$ cat src/ppmdec_pkg.sv
// Types, constants and helper functions for the PPM P6 stream decoder.
`default_nettype none

package ppmdec_pkg;

  localparam int DIM_BITS  = 16;
  localparam int TOK_BITS  = DIM_BITS + 1;
  localparam int DATA_W    = 8;
  localparam int PIXEL_W   = 24;
  localparam int IMG_DIM_W = 16;
  localparam int KIND_W    = 2;
  localparam int ERR_W     = 3;

  localparam logic [TOK_BITS-1:0] TOK_MAX = {TOK_BITS{1'b1}};
  localparam logic [TOK_BITS-1:0] DIM_MAX = {1'b0, {DIM_BITS{1'b1}}};
  localparam logic [TOK_BITS-1:0] MAXVAL  = TOK_BITS'(255);

  localparam logic [DATA_W-1:0] CHR_P     = 8'h50;
  localparam logic [DATA_W-1:0] CHR_6     = 8'h36;
  localparam logic [DATA_W-1:0] CHR_HASH  = 8'h23;
  localparam logic [DATA_W-1:0] CHR_LF    = 8'h0A;
  localparam logic [DATA_W-1:0] CHR_CR    = 8'h0D;
  localparam logic [DATA_W-1:0] CHR_TAB   = 8'h09;
  localparam logic [DATA_W-1:0] CHR_SPACE = 8'h20;
  localparam logic [DATA_W-1:0] CHR_ZERO  = 8'h30;
  localparam logic [DATA_W-1:0] CHR_NINE  = 8'h39;

  localparam logic [KIND_W-1:0] KIND_PIXEL  = 2'd0;
  localparam logic [KIND_W-1:0] KIND_HEADER = 2'd1;
  localparam logic [KIND_W-1:0] KIND_ERROR  = 2'd2;

  localparam logic [ERR_W-1:0] ERR_BAD_MAGIC  = 3'd0;
  localparam logic [ERR_W-1:0] ERR_MISSING    = 3'd1;
  localparam logic [ERR_W-1:0] ERR_BAD_WIDTH  = 3'd2;
  localparam logic [ERR_W-1:0] ERR_BAD_HEIGHT = 3'd3;
  localparam logic [ERR_W-1:0] ERR_BAD_MAXVAL = 3'd4;
  localparam logic [ERR_W-1:0] ERR_TRUNCATED  = 3'd5;

  typedef enum logic [2:0] {
    PH_P,
    PH_6,
    PH_TAIL,
    PH_W,
    PH_H,
    PH_M,
    PH_PIX,
    PH_STOP
  } phase_t;

  typedef struct packed {
    logic [KIND_W-1:0]    kind;
    logic [PIXEL_W-1:0]   pixel;
    logic [IMG_DIM_W-1:0] image_width;
    logic [IMG_DIM_W-1:0] image_height;
    logic [ERR_W-1:0]     error_code;
    logic                 last_pixel;
  } result_t;

  function automatic logic is_ws(input logic [DATA_W-1:0] b);
    return (b == CHR_SPACE) || ((b >= CHR_TAB) && (b <= CHR_CR));
  endfunction

  function automatic logic is_digit(input logic [DATA_W-1:0] b);
    return (b >= CHR_ZERO) && (b <= CHR_NINE);
  endfunction

endpackage

`default_nettype wire

$ cat src/ppmdec_if.sv
// Stream and configuration channel interfaces of the decoder.
`default_nettype none

interface ppmdec_byte_if;
  logic                            valid;
  logic                            ready;
  logic [ppmdec_pkg::DATA_W-1:0]   data_byte;
  logic                            end_of_stream;
  modport source(output valid, data_byte, end_of_stream, input ready);
  modport sink(input valid, data_byte, end_of_stream, output ready);
endinterface

interface ppmdec_result_if;
  logic                             valid;
  logic                             ready;
  logic [ppmdec_pkg::KIND_W-1:0]    kind;
  logic [ppmdec_pkg::PIXEL_W-1:0]   pixel;
  logic [ppmdec_pkg::IMG_DIM_W-1:0] image_width;
  logic [ppmdec_pkg::IMG_DIM_W-1:0] image_height;
  logic [ppmdec_pkg::ERR_W-1:0]     error_code;
  logic                             last_pixel;
  modport source(output valid, kind, pixel, image_width, image_height, error_code,
                 last_pixel, input ready);
  modport sink(input valid, kind, pixel, image_width, image_height, error_code,
               last_pixel, output ready);
endinterface

interface ppmdec_cfg_if;
  logic valid;
  logic ready;
  logic color_order;
  modport source(output valid, color_order, input ready);
  modport sink(input valid, color_order, output ready);
endinterface

`default_nettype wire

$ cat src/ppmdec_parser.sv
// Parser state machine: one byte per transfer, at most one result per byte.
`default_nettype none

module ppmdec_parser (
  input  wire logic                            clk,
  input  wire logic                            rst,
  input  wire logic                            step,
  input  wire logic [ppmdec_pkg::DATA_W-1:0]   data_byte,
  input  wire logic                            end_of_stream,
  input  wire logic                            color_order,
  output      logic                            res_valid,
  output      ppmdec_pkg::result_t             res
);

  ppmdec_pkg::phase_t phase, phase_next;
  logic                              in_comment, comment_next;
  logic [ppmdec_pkg::TOK_BITS-1:0]   tok_value, tok_next;
  logic                              tok_started, started_next;
  logic                              tok_frozen, frozen_next;
  logic [ppmdec_pkg::DIM_BITS-1:0]   width_reg, width_next;
  logic [ppmdec_pkg::DIM_BITS-1:0]   height_reg, height_next;
  logic [ppmdec_pkg::DIM_BITS-1:0]   col, col_next;
  logic [ppmdec_pkg::DIM_BITS-1:0]   row, row_next;
  logic [1:0]                        byte_slot, slot_next;
  logic [15:0]                       held_bytes, held_next;

  logic                              sep;
  logic                              skip;
  logic                              fail;
  logic [ppmdec_pkg::ERR_W-1:0]      fail_code;
  logic [ppmdec_pkg::ERR_W-1:0]      phase_err;
  logic                              area_zero;
  logic                              col_end;
  logic                              row_end;
  logic [ppmdec_pkg::TOK_BITS+3:0]   tok_sum;

  always_ff @(posedge clk) begin
    if (rst) begin
      phase       <= ppmdec_pkg::PH_P;
      in_comment  <= 1'b0;
      tok_value   <= '0;
      tok_started <= 1'b0;
      tok_frozen  <= 1'b0;
      width_reg   <= '0;
      height_reg  <= '0;
      col         <= '0;
      row         <= '0;
      byte_slot   <= '0;
      held_bytes  <= '0;
    end else begin
      phase       <= phase_next;
      in_comment  <= comment_next;
      tok_value   <= tok_next;
      tok_started <= started_next;
      tok_frozen  <= frozen_next;
      width_reg   <= width_next;
      height_reg  <= height_next;
      col         <= col_next;
      row         <= row_next;
      byte_slot   <= slot_next;
      held_bytes  <= held_next;
    end
  end

  assign area_zero = (width_reg == '0) || (height_reg == '0);
  assign col_end   = (col == width_reg - ppmdec_pkg::DIM_BITS'(1));
  assign row_end   = (row == height_reg - ppmdec_pkg::DIM_BITS'(1));
  assign tok_sum   = {1'b0, tok_value, 3'b000} + {3'b000, tok_value, 1'b0}
                   + {{(ppmdec_pkg::TOK_BITS){1'b0}}, data_byte[3:0]};

  always_comb begin
    case (phase)
      ppmdec_pkg::PH_W: phase_err = ppmdec_pkg::ERR_BAD_WIDTH;
      ppmdec_pkg::PH_H: phase_err = ppmdec_pkg::ERR_BAD_HEIGHT;
      default:          phase_err = ppmdec_pkg::ERR_BAD_MAXVAL;
    endcase
  end

  always_comb begin
    phase_next   = phase;
    comment_next = in_comment;
    tok_next     = tok_value;
    started_next = tok_started;
    frozen_next  = tok_frozen;
    width_next   = width_reg;
    height_next  = height_reg;
    col_next     = col;
    row_next     = row;
    slot_next    = byte_slot;
    held_next    = held_bytes;
    res_valid    = 1'b0;
    res          = '0;
    sep          = 1'b0;
    skip         = 1'b0;
    fail         = 1'b0;
    fail_code    = ppmdec_pkg::ERR_BAD_MAGIC;

    if (step && end_of_stream) begin
      case (phase)
        ppmdec_pkg::PH_P, ppmdec_pkg::PH_6: begin
          res_valid      = 1'b1;
          res.kind       = ppmdec_pkg::KIND_ERROR;
          res.error_code = ppmdec_pkg::ERR_BAD_MAGIC;
        end
        ppmdec_pkg::PH_TAIL, ppmdec_pkg::PH_W, ppmdec_pkg::PH_H: begin
          res_valid      = 1'b1;
          res.kind       = ppmdec_pkg::KIND_ERROR;
          res.error_code = ppmdec_pkg::ERR_MISSING;
        end
        ppmdec_pkg::PH_M: begin
          res_valid = 1'b1;
          res.kind  = ppmdec_pkg::KIND_ERROR;
          if (!tok_started) begin
            res.error_code = ppmdec_pkg::ERR_MISSING;
          end else if (tok_value != ppmdec_pkg::MAXVAL) begin
            res.error_code = ppmdec_pkg::ERR_BAD_MAXVAL;
          end else if (area_zero) begin
            res.kind         = ppmdec_pkg::KIND_HEADER;
            res.image_width  = ppmdec_pkg::IMG_DIM_W'(width_reg);
            res.image_height = ppmdec_pkg::IMG_DIM_W'(height_reg);
          end else begin
            res.error_code = ppmdec_pkg::ERR_TRUNCATED;
          end
        end
        ppmdec_pkg::PH_PIX: begin
          res_valid      = 1'b1;
          res.kind       = ppmdec_pkg::KIND_ERROR;
          res.error_code = ppmdec_pkg::ERR_TRUNCATED;
        end
        default: ;
      endcase
      phase_next   = ppmdec_pkg::PH_P;
      comment_next = 1'b0;
      tok_next     = '0;
      started_next = 1'b0;
      frozen_next  = 1'b0;
      width_next   = '0;
      height_next  = '0;
      col_next     = '0;
      row_next     = '0;
      slot_next    = '0;
      held_next    = '0;
    end else if (step) begin
      case (phase)
        ppmdec_pkg::PH_P: begin
          if (data_byte != ppmdec_pkg::CHR_P) begin
            fail = 1'b1;
          end else begin
            phase_next = ppmdec_pkg::PH_6;
          end
        end
        ppmdec_pkg::PH_6: begin
          if (data_byte != ppmdec_pkg::CHR_6) begin
            fail = 1'b1;
          end else begin
            phase_next = ppmdec_pkg::PH_TAIL;
          end
        end
        ppmdec_pkg::PH_TAIL: begin
          if (ppmdec_pkg::is_ws(data_byte)) begin
            phase_next = ppmdec_pkg::PH_W;
          end else if (data_byte == ppmdec_pkg::CHR_HASH) begin
            comment_next = 1'b1;
            phase_next   = ppmdec_pkg::PH_W;
          end
        end
        ppmdec_pkg::PH_W, ppmdec_pkg::PH_H, ppmdec_pkg::PH_M: begin
          if (in_comment) begin
            if (data_byte == ppmdec_pkg::CHR_LF || data_byte == ppmdec_pkg::CHR_CR) begin
              comment_next = 1'b0;
              sep          = 1'b1;
            end else begin
              skip = 1'b1;
            end
          end else if (data_byte == ppmdec_pkg::CHR_HASH) begin
            comment_next = 1'b1;
            skip         = 1'b1;
          end else if (ppmdec_pkg::is_ws(data_byte)) begin
            sep = 1'b1;
          end
          if (skip) begin
          end else if (sep) begin
            if (tok_started) begin
              if (phase == ppmdec_pkg::PH_W) begin
                if (tok_value > ppmdec_pkg::DIM_MAX) begin
                  fail      = 1'b1;
                  fail_code = ppmdec_pkg::ERR_BAD_WIDTH;
                end else begin
                  width_next   = ppmdec_pkg::DIM_BITS'(tok_value);
                  phase_next   = ppmdec_pkg::PH_H;
                  tok_next     = '0;
                  started_next = 1'b0;
                  frozen_next  = 1'b0;
                end
              end else if (phase == ppmdec_pkg::PH_H) begin
                if (tok_value > ppmdec_pkg::DIM_MAX) begin
                  fail      = 1'b1;
                  fail_code = ppmdec_pkg::ERR_BAD_HEIGHT;
                end else begin
                  height_next  = ppmdec_pkg::DIM_BITS'(tok_value);
                  phase_next   = ppmdec_pkg::PH_M;
                  tok_next     = '0;
                  started_next = 1'b0;
                  frozen_next  = 1'b0;
                end
              end else if (tok_value != ppmdec_pkg::MAXVAL) begin
                fail      = 1'b1;
                fail_code = ppmdec_pkg::ERR_BAD_MAXVAL;
              end else begin
                res_valid        = 1'b1;
                res.kind         = ppmdec_pkg::KIND_HEADER;
                res.image_width  = ppmdec_pkg::IMG_DIM_W'(width_reg);
                res.image_height = ppmdec_pkg::IMG_DIM_W'(height_reg);
                phase_next       = area_zero ? ppmdec_pkg::PH_STOP : ppmdec_pkg::PH_PIX;
                col_next         = '0;
                row_next         = '0;
                slot_next        = '0;
                held_next        = '0;
                tok_next         = '0;
                started_next     = 1'b0;
                frozen_next      = 1'b0;
              end
            end
          end else if (!tok_started) begin
            started_next = 1'b1;
            if (!ppmdec_pkg::is_digit(data_byte)) begin
              fail      = 1'b1;
              fail_code = phase_err;
            end else begin
              tok_next = ppmdec_pkg::TOK_BITS'(data_byte[3:0]);
            end
          end else if (!tok_frozen) begin
            if (ppmdec_pkg::is_digit(data_byte)) begin
              if (tok_sum > {4'b0000, ppmdec_pkg::TOK_MAX}) begin
                tok_next = ppmdec_pkg::TOK_MAX;
              end else begin
                tok_next = ppmdec_pkg::TOK_BITS'(tok_sum);
              end
            end else begin
              frozen_next = 1'b1;
            end
          end
        end
        ppmdec_pkg::PH_PIX: begin
          if (byte_slot != 2'd2) begin
            held_next = {held_bytes[7:0], data_byte};
            slot_next = byte_slot + 2'd1;
          end else begin
            res_valid = 1'b1;
            res.kind  = ppmdec_pkg::KIND_PIXEL;
            if (color_order) begin
              res.pixel = {data_byte, held_bytes[7:0], held_bytes[15:8]};
            end else begin
              res.pixel = {held_bytes, data_byte};
            end
            res.last_pixel = col_end && row_end;
            slot_next      = '0;
            held_next      = '0;
            if (col_end) begin
              col_next = '0;
              row_next = row + ppmdec_pkg::DIM_BITS'(1);
            end else begin
              col_next = col + ppmdec_pkg::DIM_BITS'(1);
            end
            if (col_end && row_end) begin
              phase_next = ppmdec_pkg::PH_STOP;
            end
          end
        end
        default: ;
      endcase
      if (fail) begin
        phase_next     = ppmdec_pkg::PH_STOP;
        comment_next   = 1'b0;
        res_valid      = 1'b1;
        res            = '0;
        res.kind       = ppmdec_pkg::KIND_ERROR;
        res.error_code = fail_code;
      end
    end
  end

endmodule

`default_nettype wire

$ cat src/ppmdec_out_reg.sv
// Result register with a skid stage toward the result channel.
`default_nettype none

module ppmdec_out_reg (
  input  wire logic                  clk,
  input  wire logic                  rst,
  input  wire logic                  res_valid,
  input  wire ppmdec_pkg::result_t   res,
  output      logic                  space,
  ppmdec_result_if.source            result_out
);

  logic                out_valid;
  ppmdec_pkg::result_t out_data;
  logic                skid_valid;
  ppmdec_pkg::result_t skid_data;
  logic                load;
  logic                drain;

  assign space = !skid_valid;
  assign load  = space && res_valid;
  assign drain = !out_valid || result_out.ready;

  always_ff @(posedge clk) begin
    if (rst) begin
      out_valid  <= 1'b0;
      skid_valid <= 1'b0;
    end else if (drain) begin
      if (skid_valid) begin
        out_valid  <= 1'b1;
        skid_valid <= 1'b0;
      end else begin
        out_valid <= load;
      end
    end else if (load) begin
      skid_valid <= 1'b1;
    end
  end

  always_ff @(posedge clk) begin
    if (drain) begin
      if (skid_valid) begin
        out_data <= skid_data;
      end else if (load) begin
        out_data <= res;
      end
    end else if (load) begin
      skid_data <= res;
    end
  end

  assign result_out.valid        = out_valid;
  assign result_out.kind         = out_data.kind;
  assign result_out.pixel        = out_data.pixel;
  assign result_out.image_width  = out_data.image_width;
  assign result_out.image_height = out_data.image_height;
  assign result_out.error_code   = out_data.error_code;
  assign result_out.last_pixel   = out_data.last_pixel;

endmodule

`default_nettype wire

$ cat src/ppm_p6_stream_decoder.sv
// PPM P6 stream decoder top level: byte channel in, result channel out.
// Each result is registered in ppmdec_out_reg before it appears on result_out.
// Throughput: one byte per cycle while the skid stage is empty; a two-entry result
// register and skid stage keep byte_in ready while one result waits on result_out.
// Reset (rst, synchronous) returns the parser to expect the magic and
// clears color_order; an end_of_stream item restarts the parser only.
`default_nettype none

module ppm_p6_stream_decoder (
  input  wire logic         clk,
  input  wire logic         rst,
  ppmdec_byte_if.sink       byte_in,
  ppmdec_cfg_if.sink        cfg,
  ppmdec_result_if.source   result_out
);

  logic                color_order;
  logic                space;
  logic                step;
  logic                res_valid;
  ppmdec_pkg::result_t res;

  assign cfg.ready     = 1'b1;
  assign byte_in.ready = space;
  assign step          = byte_in.valid && space;

  always_ff @(posedge clk) begin
    if (rst) begin
      color_order <= 1'b0;
    end else if (cfg.valid) begin
      color_order <= cfg.color_order;
    end
  end

  ppmdec_parser u_parser (
    .clk           (clk),
    .rst           (rst),
    .step          (step),
    .data_byte     (byte_in.data_byte),
    .end_of_stream (byte_in.end_of_stream),
    .color_order   (color_order),
    .res_valid     (res_valid),
    .res           (res)
  );

  ppmdec_out_reg u_out_reg (
    .clk        (clk),
    .rst        (rst),
    .res_valid  (res_valid),
    .res        (res),
    .space      (space),
    .result_out (result_out)
  );

endmodule

`default_nettype wire

$ cat src/flat_wrapper.sv
// flat-port wrapper written by rule: the top's interface ports become plain ports
module ppm_p6_stream_decoder_flat 
  (clk, rst, byte_in_valid, byte_in_data_byte, byte_in_end_of_stream, byte_in_ready, cfg_valid, cfg_color_order, cfg_ready, result_out_valid, result_out_kind, result_out_pixel, result_out_image_width, result_out_image_height, result_out_error_code, result_out_last_pixel, result_out_ready);
  ppmdec_byte_if byte_in_i ();
  ppmdec_cfg_if cfg_i ();
  ppmdec_result_if result_out_i ();
  input  wire logic clk;
  input  wire logic rst;
  input wire logic [$bits(byte_in_i.valid)-1:0] byte_in_valid;
  input wire logic [$bits(byte_in_i.data_byte)-1:0] byte_in_data_byte;
  input wire logic [$bits(byte_in_i.end_of_stream)-1:0] byte_in_end_of_stream;
  output wire logic [$bits(byte_in_i.ready)-1:0] byte_in_ready;
  input wire logic [$bits(cfg_i.valid)-1:0] cfg_valid;
  input wire logic [$bits(cfg_i.color_order)-1:0] cfg_color_order;
  output wire logic [$bits(cfg_i.ready)-1:0] cfg_ready;
  output wire logic [$bits(result_out_i.valid)-1:0] result_out_valid;
  output wire logic [$bits(result_out_i.kind)-1:0] result_out_kind;
  output wire logic [$bits(result_out_i.pixel)-1:0] result_out_pixel;
  output wire logic [$bits(result_out_i.image_width)-1:0] result_out_image_width;
  output wire logic [$bits(result_out_i.image_height)-1:0] result_out_image_height;
  output wire logic [$bits(result_out_i.error_code)-1:0] result_out_error_code;
  output wire logic [$bits(result_out_i.last_pixel)-1:0] result_out_last_pixel;
  input wire logic [$bits(result_out_i.ready)-1:0] result_out_ready;
  assign byte_in_i.valid = byte_in_valid;
  assign byte_in_i.data_byte = byte_in_data_byte;
  assign byte_in_i.end_of_stream = byte_in_end_of_stream;
  assign byte_in_ready = byte_in_i.ready;
  assign cfg_i.valid = cfg_valid;
  assign cfg_i.color_order = cfg_color_order;
  assign cfg_ready = cfg_i.ready;
  assign result_out_valid = result_out_i.valid;
  assign result_out_kind = result_out_i.kind;
  assign result_out_pixel = result_out_i.pixel;
  assign result_out_image_width = result_out_i.image_width;
  assign result_out_image_height = result_out_i.image_height;
  assign result_out_error_code = result_out_i.error_code;
  assign result_out_last_pixel = result_out_i.last_pixel;
  assign result_out_i.ready = result_out_ready;
  ppm_p6_stream_decoder u_core (.clk(clk), .rst(rst), .byte_in(byte_in_i), .cfg(cfg_i), .result_out(result_out_i));
endmodule
$ cat config.mk
export PLATFORM = sky130hd
export DESIGN_NAME = ppm_p6_stream_decoder_flat
export DESIGN_NICKNAME = d
export VERILOG_FILES = /design/src/ppmdec_pkg.sv /design/src/ppmdec_if.sv /design/src/ppmdec_parser.sv /design/src/ppmdec_out_reg.sv /design/src/ppm_p6_stream_decoder.sv /design/src/flat_wrapper.sv
export SDC_FILE = /design/constraint.sdc
export NUM_CORES = 1
export LEC_CHECK = 0
export BUFFER_PORTS_ARGS = -buffer_cell sky130_fd_sc_hd__buf_4
export CAP_MARGIN = 30
export CORE_AREA = 4 4 173 142
export CTS_CLUSTER_DIAMETER = 60
export DETAILED_ROUTE_END_ITERATION = 10
export DIE_AREA = 0 0 177 146
export HOLD_SLACK_MARGIN = 0.12
export MAX_ROUTING_LAYER = met4
export PLACE_DENSITY_LB_ADDON = 0.12
export REMOVE_ABC_BUFFERS = 1
export SYNTH_ARGS = -nofsm -noshare
export SYNTH_HDL_FRONTEND = slang
export SYNTH_SLANG_ARGS = --single-unit
$ cat constraint.sdc
create_clock -name clk -period 8.06 [get_ports clk]
set_input_delay 0.403 -clock clk [delete_from_list [all_inputs] [get_ports clk]]
set_output_delay 0.403 -clock clk [all_outputs]
set_load 0.01 [all_outputs]
==> run metrics <==
Main synth FF type edfxtp_1; post-synthesis async set-or-reset flop share 0; clock latency on the worst-skew pair 0.54 ns; initial antenna violation count 1; unrepaired setup endpoints after global routing no; Setup crit start kind flop; WL/cell roughly 19 um; largest net degree at the start of global routing 63; routed wire length about 31 mm; IO buf count 78; outcome finished, final reports clean; Layout Skew 0.0128 ns; core area 23,000 um^2; area of the multi-input gates 6080 um^2; Non-Filler Instances 1,646; Hold WC Path Type input port to flop; maxcap violations 0; Crit. End Element flop; dpl hpwl between 20 and 25 mm; f_max 240 MHz; Relative slew margins 0.262; io pins 80; Yosys top cell area share 0.301; grt met1 use 0.350; DRC violations left 0; TritonCTS Buffers 25; Post-Syn Area 12,400 um^2; most frequent cells in the layout nand2_1, edfxtp_1, dfxtp_1; post-CTS resize count 0; nets@finish 1,373; Final Cell Area 14,000 um^2; starting density of the core 0.538; CTS sink cnt 232; Via-to-Cell Ratio 5.96; Setup CP Type flop to flop; R2R depth 13; Worst Hold Depth 3; total negative slack 0 ns; yosys warns 0; Area contributors post-synth edfxtp_1, dfxtp_1, ha_1; register area 5890 um^2; Area growth syn-to-layout 13.6%; first-pass GRT wire length 49.5 mm; Max Slew Vio Count 0; Die ar. 25,800 um^2; # rows 50; M3 GR Usage 0.0361; CTS H-tree depth 1; final count of negative-setup-slack endpoints 0; Post-synth EDFFs about 120; peak supply drop 0.125 mV; Largest Register u_core.u_out_reg.skid_data; gr busiest metal met2; Placement Cell Area 13,200 um^2; Die Wd roughly 180 um; sequential share of the synthesized area 0.476; Synth cell types 74; cells after synthesis 1,267; Final Hold Slack roughly 0.19 ns; Pwr Density around 200 nW/um^2; WP data required approximately 8.5 ns; max reg flops 62; Worst-Margin Slew 1.11 ns; Initial DRC Count 897; grt met2 use 0.355; GRT Overall Usage 0.240; Die Y 146 um; global route overflow 0; Clock Tree Buf Depth 3; post-synth top area cell edfxtp_1; minimum clock period about 4.2 ns; root buf cell clkbuf_16; period utilization 0.517; GPL Wtd Cong 0.972; layout cells sized above 1 0.113; post-route ant nets 0; Util after Layout 0.611; number of cells in the design after placement ~1.6k; commonest non-fill, non-tap cell in the layout nand2_1; Worst Path Max Fanout 12; static leakage 5.46 nW; Detailed Routing Iterations Pass 1 5; flops & latches, synth 232; CTS tree yes; buffer count from post-CTS setup fixing 0; Final Hold Viols 0; Avg Cell Area, Syn approximately 10 um^2; Via Count ~10k; Filler cells 1,988; Worst Path Arrival roughly 4.6 ns; Antenna Cells 0; Reg clk slew, reported paths 0.07 ns; number of global-route vias before repair between 9k and 10k
## cell type report
class | instances | share of cell area
Multi-Input combinational cell | 935 | 0.433
Timing Repair Buffer | 96 | 0.0548
Sequential cell | 232 | 0.419
Clock inverter | 15 | 0.0120
Tap cell | 312 | 0.0278
Clock buffer | 31 | 0.0462
Inverter | 25 | 0.00669
## power by group
group | internal, mW | switching, mW
Sequential | 1.30 | 0.0217
Combinational | 0.101 | 0.162
Clock | 0.672 | 0.479
## logic make-up after synthesis
logic type | after synthesis | synth area share
buffers and inverters | 100 | 0.0329
AO/OA/AOI/OAI | 271 | 0.146
other | 1 | 0.000304
AND/OR/NAND/NOR | 503 | 0.212
adder cells (fa/ha/maj) | 43 | 0.0448
XOR/XNOR | 68 | 0.0482
flip-flops | 232 | 0.476
multiplexers | 49 | 0.0399
## per-layer routing
layer | wire, um | share of wire
met4 | 795 | 0.026
met3 | 1970 | 0.064
met2 | 13400 | 0.44
met1 | 14400 | 0.47
met5 | 0 | 0
## synthesized netlist by cell type, types with 5 or more instances
master,n
nand2_1,129
edfxtp_1,124
dfxtp_1,108
nor2_1,105
a21oi_1,76
o21ai_0,59
clkbuf_1,54
and2_1,49
mux2i_1,47
a22o_1,42
ha_1,41
xnor2_1,39
nor3_1,36
xor2_1,29
nand4_1,27
and3_1,25
inv_1,25
nand3_1,25
nand2b_1,23
buf_2,19
nor4_1,16
or3_1,15
o31ai_1,14
o211ai_1,11
or4_1,11
a211oi_1,10
a21o_1,10
nor3b_1,7
a31oi_1,6
and4_1,6
o21a_1,6
nor2b_1,5
## worst max-delay path: stages (launching register included)
cell	delay, ns
dfxtp_1	0.46
inv_1	0.10
fa_1	0.50
inv_1	0.06
fa_1	0.49
a211oi_1	0.46
o211ai_1	0.17
a31oi_1	0.32
o221ai_1	0.24
a2111oi_0	0.43
o21ai_1	0.28
buf_6	0.23
nor4_1	0.20
o31ai_1	0.10
## repair_timing
item,in CTS,in global routing
endpoints found under the setup margin,0,0
hold buffers,3,0
hold endpoints to repair,3,0
## path summary, 6_finish.rpt
path | from | endpoint | slack [ns]
hold reg to reg | u_core.u_parser.byte_slot[1]$_SDFFE_PP0P_ | u_core.u_parser.byte_slot[1]$_SDFFE_PP0P_ | 0.48
setup / recovery | u_core.u_parser.tok_value[0]$_SDFFE_PP0P_ | u_core.u_parser.tok_value[2]$_SDFFE_PP0P_ | 3.89
hold / removal | byte_in_data_byte[0] | u_core.u_parser.held_bytes[0]$_SDFFE_PP0P_ | 0.19
setup reg to reg | u_core.u_parser.tok_value[0]$_SDFFE_PP0P_ | u_core.u_parser.tok_value[2]$_SDFFE_PP0P_ | 3.89
## per-stage QoR
| step | worst slack [ns] | power, mW |
|---|---|---|
| after floorplan | 1.26 | 1.49 |
| after global placement | 3.59 | 1.61 |
| after detailed placement | 3.81 | 1.61 |
| after CTS | 3.90 | 2.77 |
| after global routing | 3.39 | 2.85 |
| final | 3.89 | 2.74 |
(Power assumes the default switching activity.)
